$ cat src/design/rgba_blend_mode_compositor_core_macros.svh
// Assertion macros for the RGBA blend-mode compositor.
// Checks compile only in simulation; synthesis sees empty bodies.
`ifndef RGBA_BLEND_MODE_COMPOSITOR_CORE_MACROS_SVH
`define RGBA_BLEND_MODE_COMPOSITOR_CORE_MACROS_SVH

`ifndef SYNTHESIS
// same-cycle implication
`define RBMC_ASSERT_IMPL(lbl, clk, rst_n, ante, cons) \
    lbl: assert property (@(posedge clk) disable iff (!rst_n) (ante) |-> (cons)) \
        else $error("rbmc check failed");
// next-cycle implication
`define RBMC_ASSERT_NEXT(lbl, clk, rst_n, ante, cons) \
    lbl: assert property (@(posedge clk) disable iff (!rst_n) (ante) |=> (cons)) \
        else $error("rbmc check failed");
`else
`define RBMC_ASSERT_IMPL(lbl, clk, rst_n, ante, cons)
`define RBMC_ASSERT_NEXT(lbl, clk, rst_n, ante, cons)
`endif

`endif

$ cat src/design/rbmc_pkg.sv
// Shared widths, codes and the divider lane type for the RGBA compositor.
// No dependencies; used by the interfaces, the divider and the top level.
package rbmc_pkg;

    localparam int CH_W        = 8;
    localparam int NUM_LANES   = 4;
    localparam int COLOR_LANES = 3;
    localparam int LANE_RED    = 0;
    localparam int LANE_GREEN  = 1;
    localparam int LANE_BLUE   = 2;
    localparam int LANE_ALPHA  = 3;

    localparam int MODE_W     = 3;
    localparam int CFG_IDX_W  = 2;
    localparam int CFG_DATA_W = 8;

    localparam int SA_W   = 2 * CH_W;      // scaled alpha, 1/255^2
    localparam int DD_W   = 2 * CH_W;      // d * dst_alpha
    localparam int B_W    = 18;            // signed blend value
    localparam int A_W    = 24;            // output alpha, 1/255^3
    localparam int A511_W = A_W + 9;
    localparam int DR_W   = DD_W + SA_W;
    localparam int P_W    = 35;            // signed premultiplied color
    localparam int N_W    = 33;            // divider remainder
    localparam int D_W    = A_W + 1;       // divider denominator
    localparam int Q_STEPS = CH_W;
    localparam int POS_W  = $clog2(Q_STEPS);

    localparam logic [SA_W-1:0] FULL2          = 16'd65025;
    localparam logic [D_W-1:0]  ALPHA_DEN      = 25'd130050;
    localparam logic [CH_W-1:0] OPACITY_RESET  = 8'd255;

    typedef enum logic [MODE_W-1:0] {
        MODE_NORMAL   = 3'd0,
        MODE_MULTIPLY = 3'd1,
        MODE_SCREEN   = 3'd2,
        MODE_ADD      = 3'd3,
        MODE_SUBTRACT = 3'd4,
        MODE_DARKEN   = 3'd5,
        MODE_LIGHTEN  = 3'd6
    } blend_mode_t;

    typedef enum logic [CFG_IDX_W-1:0] {
        REG_BLEND_MODE    = 2'd0,
        REG_LAYER_OPACITY = 2'd1
    } cfg_reg_t;

    // One channel in flight through the restoring divider. A fixed lane
    // already holds its final quotient and is skipped by every step.
    typedef struct packed {
        logic            fixed;
        logic [CH_W-1:0] q;
        logic [N_W-1:0]  rem;
        logic [D_W-1:0]  den;
    } div_lane_t;

    function automatic div_lane_t div_step(input div_lane_t l, input logic [POS_W-1:0] pos);
        div_lane_t      r;
        logic [N_W-1:0] shifted;
        r       = l;
        shifted = N_W'(l.den) << pos;
        if (!l.fixed && (l.rem >= shifted))
        begin
            r.rem    = l.rem - shifted;
            r.q[pos] = 1'b1;
        end
        return r;
    endfunction

endpackage

$ cat src/design/rbmc_div.sv
// Pipelined restoring divider, four lanes, one quotient bit per stage.
// Depends on rbmc_pkg (div_lane_t, div_step) and the assertion macros.
`include "rgba_blend_mode_compositor_core_macros.svh"

module rbmc_div (
    input  logic                                          clk,
    input  logic                                          rst_n,
    input  logic                                          in_valid,
    output logic                                          in_ready,
    input  rbmc_pkg::div_lane_t [rbmc_pkg::NUM_LANES-1:0] in_lanes,
    output logic                                          out_valid,
    input  logic                                          out_ready,
    output rbmc_pkg::div_lane_t [rbmc_pkg::NUM_LANES-1:0] out_lanes
);

    logic [rbmc_pkg::Q_STEPS-1:0] valid_reg;
    logic [rbmc_pkg::Q_STEPS-1:0] valid_next;
    logic [rbmc_pkg::Q_STEPS:0]   take;
    rbmc_pkg::div_lane_t [rbmc_pkg::NUM_LANES-1:0] lanes_reg  [rbmc_pkg::Q_STEPS];
    rbmc_pkg::div_lane_t [rbmc_pkg::NUM_LANES-1:0] lanes_next [rbmc_pkg::Q_STEPS];

    assign take[rbmc_pkg::Q_STEPS] = out_ready;

    // stage k settles quotient bit (Q_STEPS-1-k), MSB first
    for (genvar k = 0; k < rbmc_pkg::Q_STEPS; k++)
    begin : g_stage
        localparam logic [rbmc_pkg::POS_W-1:0] POS = rbmc_pkg::POS_W'(rbmc_pkg::Q_STEPS - 1 - k);

        assign take[k] = !valid_reg[k] || take[k+1];

        if (k == 0)
        begin : g_head
            assign valid_next[k] = in_valid;
            for (genvar l = 0; l < rbmc_pkg::NUM_LANES; l++)
            begin : g_lane
                assign lanes_next[k][l] = rbmc_pkg::div_step(in_lanes[l], POS);
            end
        end
        else
        begin : g_body
            assign valid_next[k] = valid_reg[k-1];
            for (genvar l = 0; l < rbmc_pkg::NUM_LANES; l++)
            begin : g_lane
                assign lanes_next[k][l] = rbmc_pkg::div_step(lanes_reg[k-1][l], POS);
            end
        end

        always_ff @(posedge clk or negedge rst_n)
        begin
            if (!rst_n)
            begin
                valid_reg[k] <= 1'b0;
            end
            else if (take[k])
            begin
                valid_reg[k] <= valid_next[k];
            end
        end

        always_ff @(posedge clk)
        begin
            if (take[k])
            begin
                lanes_reg[k] <= lanes_next[k];
            end
        end
    end

    assign in_ready  = take[0];
    assign out_valid = valid_reg[rbmc_pkg::Q_STEPS-1];
    assign out_lanes = lanes_reg[rbmc_pkg::Q_STEPS-1];

    `RBMC_ASSERT_IMPL(a_ready_when_empty, clk, rst_n, !valid_reg[0], in_ready)
    `RBMC_ASSERT_NEXT(a_stalled_head_kept, clk, rst_n, valid_reg[0] && !take[1], valid_reg[0])
    for (genvar l = 0; l < rbmc_pkg::NUM_LANES; l++)
    begin : g_chk
        `RBMC_ASSERT_IMPL(a_rem_below_den, clk, rst_n, out_valid && !out_lanes[l].fixed, out_lanes[l].rem < rbmc_pkg::N_W'(out_lanes[l].den))
    end

endmodule

$ cat config.mk
export PLATFORM = sky130hd
export DESIGN_NAME = rbmc_div
export DESIGN_NICKNAME = d
export VERILOG_FILES = /design/src/design/rbmc_pkg.sv /design/src/design/rbmc_div.sv
export VERILOG_INCLUDE_DIRS = /design/src /design/src/design
export SDC_FILE = /design/constraint.sdc
export NUM_CORES = 2
export LEC_CHECK = 0
export BUFFER_PORTS_ARGS = -buffer_cell sky130_fd_sc_hd__buf_4
export CAP_MARGIN = 15
export CORE_ASPECT_RATIO = 0.5
export CORE_UTILIZATION = 52
export DETAILED_ROUTE_END_ITERATION = 16
export PLACE_DENSITY = 0.76
export SLEW_MARGIN = 25
export SYNTH_ARGS = -nofsm -noshare
export SYNTH_HDL_FRONTEND = slang
export SYNTH_SLANG_ARGS = --single-unit
$ cat constraint.sdc
create_clock -name clk -period 50.6 [get_ports clk]
set_clock_uncertainty 0.05 [all_clocks]
set_input_delay 2.53 -clock clk [delete_from_list [all_inputs] [get_ports clk]]
set_output_delay 2.53 -clock clk [all_outputs]
set_load 0.05 [all_outputs]
==> flow_metrics.py <==
metrics = {
    "placement": {
        "place_ws_ns": 42.26,
        "io_buffers": 541,
        "place.gp.congestion": 0.939,
        "dpl.hpwl_mm": 224,
    },
    "clock_tree": {
        "clk_path_buf_depth": 4,
        "cts.hold.buffers_added": 0,
        "cts_sinks": 2152,
        "numCtsBuffers": 201,
        "clk-insertion-delay-late_ns": 0.88,
        "ctsResizeCount": 0,
        "cts_setup_buffers": 0,
        "cts_tree": "yes",
        "clockRootBuffer": "clkbuf_16",
        "h-tree-depth": 4,
        "clkSlewWorstSetupHoldPaths_ns": 0.06,
    },
    "grt": {
        "grt_pass1_vias": 79000,
        "antenna_found_initial": 12,
        "overflow": 0,
        "use_met1_pct": 31.4,
        "gr-max-usage-layer": "met2",
        "grt_max_degree": 154,
        "grt_usage_pct": 23.8,
        "use_met3_pct": 2.95,
        "grtUsageMet2_pct": 40.4,
        "grt_first_pass_wirelength_mm": 443,
    },
    "power": {
        "power_switching_mw": 3.42,
        "swShare_pct": 39.6,
        "p_leak_nw": 55.7,
        "intPower_mw": 5.20,
        "seqPwrFrac_pct": 37.0,
        "p_total_mw": 8.62,
        "ir_worst_vdd_uv": 36.5,
        "p_comb_share_pct": 45.6,
        "clockPowerShare_pct": 17.5,
        "power.density_nw_per_um2": 64.5,
    },
    "yosys": {
        "syn_inst": 10900,
        "dominantRegCellSynth": "edfxtp_1",
        "synth_commonest_cells": "edfxtp_1, inv_1, nand2_1",
        "synth_most_common_cell": "edfxtp_1",
        "netlist.area_leader.share_pct": 53.0,
        "synth_area_um2": 121000,
        "yosysWarningCount": 0,
        "syn_area_per_cell_um2": 11.1,
        "synthesis.nets": 12000,
        "ys_ff_latch": 2152,
        "synth_cell_types": 94,
        "synth_top_cells_by_area": "edfxtp_1, ha_1, o21ai_0, inv_1, xnor2_1",
        "seq_area_frac_synth_pct": 53.2,
        "synth-edff-count": 2144,
        "ys_async_sr_fraction_pct": 0.372,
        "synth_top_area_cell": "edfxtp_1",
    },
    "sta": {
        "tightest_slew_ns": 1.13,
        "setup_viol": 0,
        "drv_slew": 0,
        "min_period_ns": 8.42,
        "hold_slack_ns": 0.312,
        "finalSetupTns_ns": 0,
        "max_freq_ghz": 0.119,
        "fin_crit_sh_pct": 16.6,
        "relSlewSlack_pct": 24.3,
        "finalHoldViolCount": 0,
        "worst_slack_ns": 42.18,
        "rsz0062_at_grt": "no",
    },
    "cells_and_area": {
        "final_nets": 12300,
        "area_growth_pct": 10.1,
        "largest_reg_flops": 2144,
        "drive_gt1_share_pct": 10.8,
    },
    "worst_setup_path": {
        "crit_type": "in2out",
        "crit_slowest_cell": "nand3_4",
        "cp.required_ns": 48.02,
        "cp-end-kind": "output port",
        "critPathMaxStageDelay_ns": 0.55,
        "crit_path_cell_trace": "buf_4 > nor2b_1 > and2_1 > and3_1 > nand3_4 > inv_1 > nand3_4 > buf_4",
        "arrival_ns": 5.84,
        "start_kind": "input pin",
        "cp_max_fo": 31,
    },
    "drt": {
        "wl_per_cell_um": 20.0,
        "ant_nets": 0,
        "dr.pass1.iters": 6,
        "vias_per_cell": 5.70,
        "route.detailed.drc": 0,
        "vias": 82400,
        "drt_iter0_drc": 6990,
        "wl_mm": 289,
    },
    "hold_path": {
        "min_path_type": "reg2reg",
    },
    "floorplanning": {
        "die-width_um": 685,
        "die_y_um": 344,
        "row_count": 124,
        "core_um2": 230000,
        "num_io_pins": 542,
        "initial_core_util_pct": 52.7,
        "dieArea_um2": 236000,
    },
    "status": {
        "status": "finished clean",
    },
    "run": {
        "drv_cap": 0,
    },
}
[critical path, delay by kind of cell]
family                 cells  cell delay [ns]
AND/OR/NAND/NOR            5             2.37
buffers and inverters      3             0.93
[cells by family after synthesis]
kind of cell               after synthesis  synth area share (%)
AOI/OAI and AO/OA                     2800                  14.3
xor gates and xnor gates               792                  5.71
adders and majority gates              832                  8.77
buffers and inverters                 1547                  5.64
DFF                                   2152                  53.2
muxes                                  239                  2.20
and+or+nand+nor                       2560                  10.2
[power by group through the flow]
| stage | registers (mW) | clock network [mW] | logic, mW |
|---|---|---|---|
| 2_1_floorplan | 3.05 | 0 | 3.11 |
| 3_3_place_gp | 3.21 | 0 | 3.79 |
| 3_5_place_dp | 3.22 | 0 | 3.86 |
| 4_1_cts | 3.18 | 1.54 | 3.89 |
| 5_1_grt | 3.24 | 1.60 | 4.33 |
| 6_report | 3.18 | 1.50 | 3.93 |
[layout make-up]
class,count,area [um^2]
diodes,8,20.0
clock buffers,241,5240
flip-flops and latches,2152,64600
inverters,1032,3900
multi-input cells,7223,50200
well taps,3087,3860
clock inverters,120,1160
repair buffers,598,4630
fillers,18800,96600
[layer usage]
metal,vias up,routed length (um),share of wire (%)
met4,2,13000,4.5
li1,40200,-,-
met5,-,13,0.0045
met3,566,14700,5.1
met2,2482,135000,47
met1,39100,126000,44
[worst paths after layout]
kind,from,to,slack [ns],depth (start not counted)
hold reg to reg,lanes_reg[0][259],lanes_reg[0][527],0.31,0
setup reg to reg,out_valid,lanes_reg[0][522],45.60,10
hold / removal,lanes_reg[0][259],lanes_reg[0][527],0.31,0
min in group asynchronous,rst_n,valid_next[5],1.41,1
max in group asynchronous,rst_n,valid_next[3],48.96,1
setup / recovery,out_ready,in_ready,42.18,8
[stage by stage]
stage	utilization (%)	std cells	instance area [um^2]
2_1_floorplan	-	10900	121000
3_3_place_gp	55.2	14100	127000
3_5_place_dp	55.2	14100	127000
4_1_cts	58.0	14400	133000
5_1_grt	58.0	14500	134000
6_report	58.0	14500	134000
[placed cells by master (no fill, tap or decap), types with 150 or more instances in the layout]
| cell type | netlist | routed |
|---|---|---|
| a21o_1 | 399 | 399 |
| a21oi_1 | 722 | 717 |
| buf_4 | 268 | 587 |
| clkbuf_16 | 0 | 203 |
| edfxtp_1 | 2144 | 2144 |
| ha_1 | 800 | 800 |
| inv_1 | 1032 | 1029 |
| mux2_2 | 222 | 222 |
| nand2_1 | 915 | 912 |
| nand2b_1 | 150 | 150 |
| nand3_1 | 164 | 162 |
| nor2_1 | 504 | 501 |
| o21ai_0 | 884 | 884 |
| xnor2_1 | 421 | 421 |
| xor2_1 | 371 | 371 |
Power figures use the tool's default switching activity.
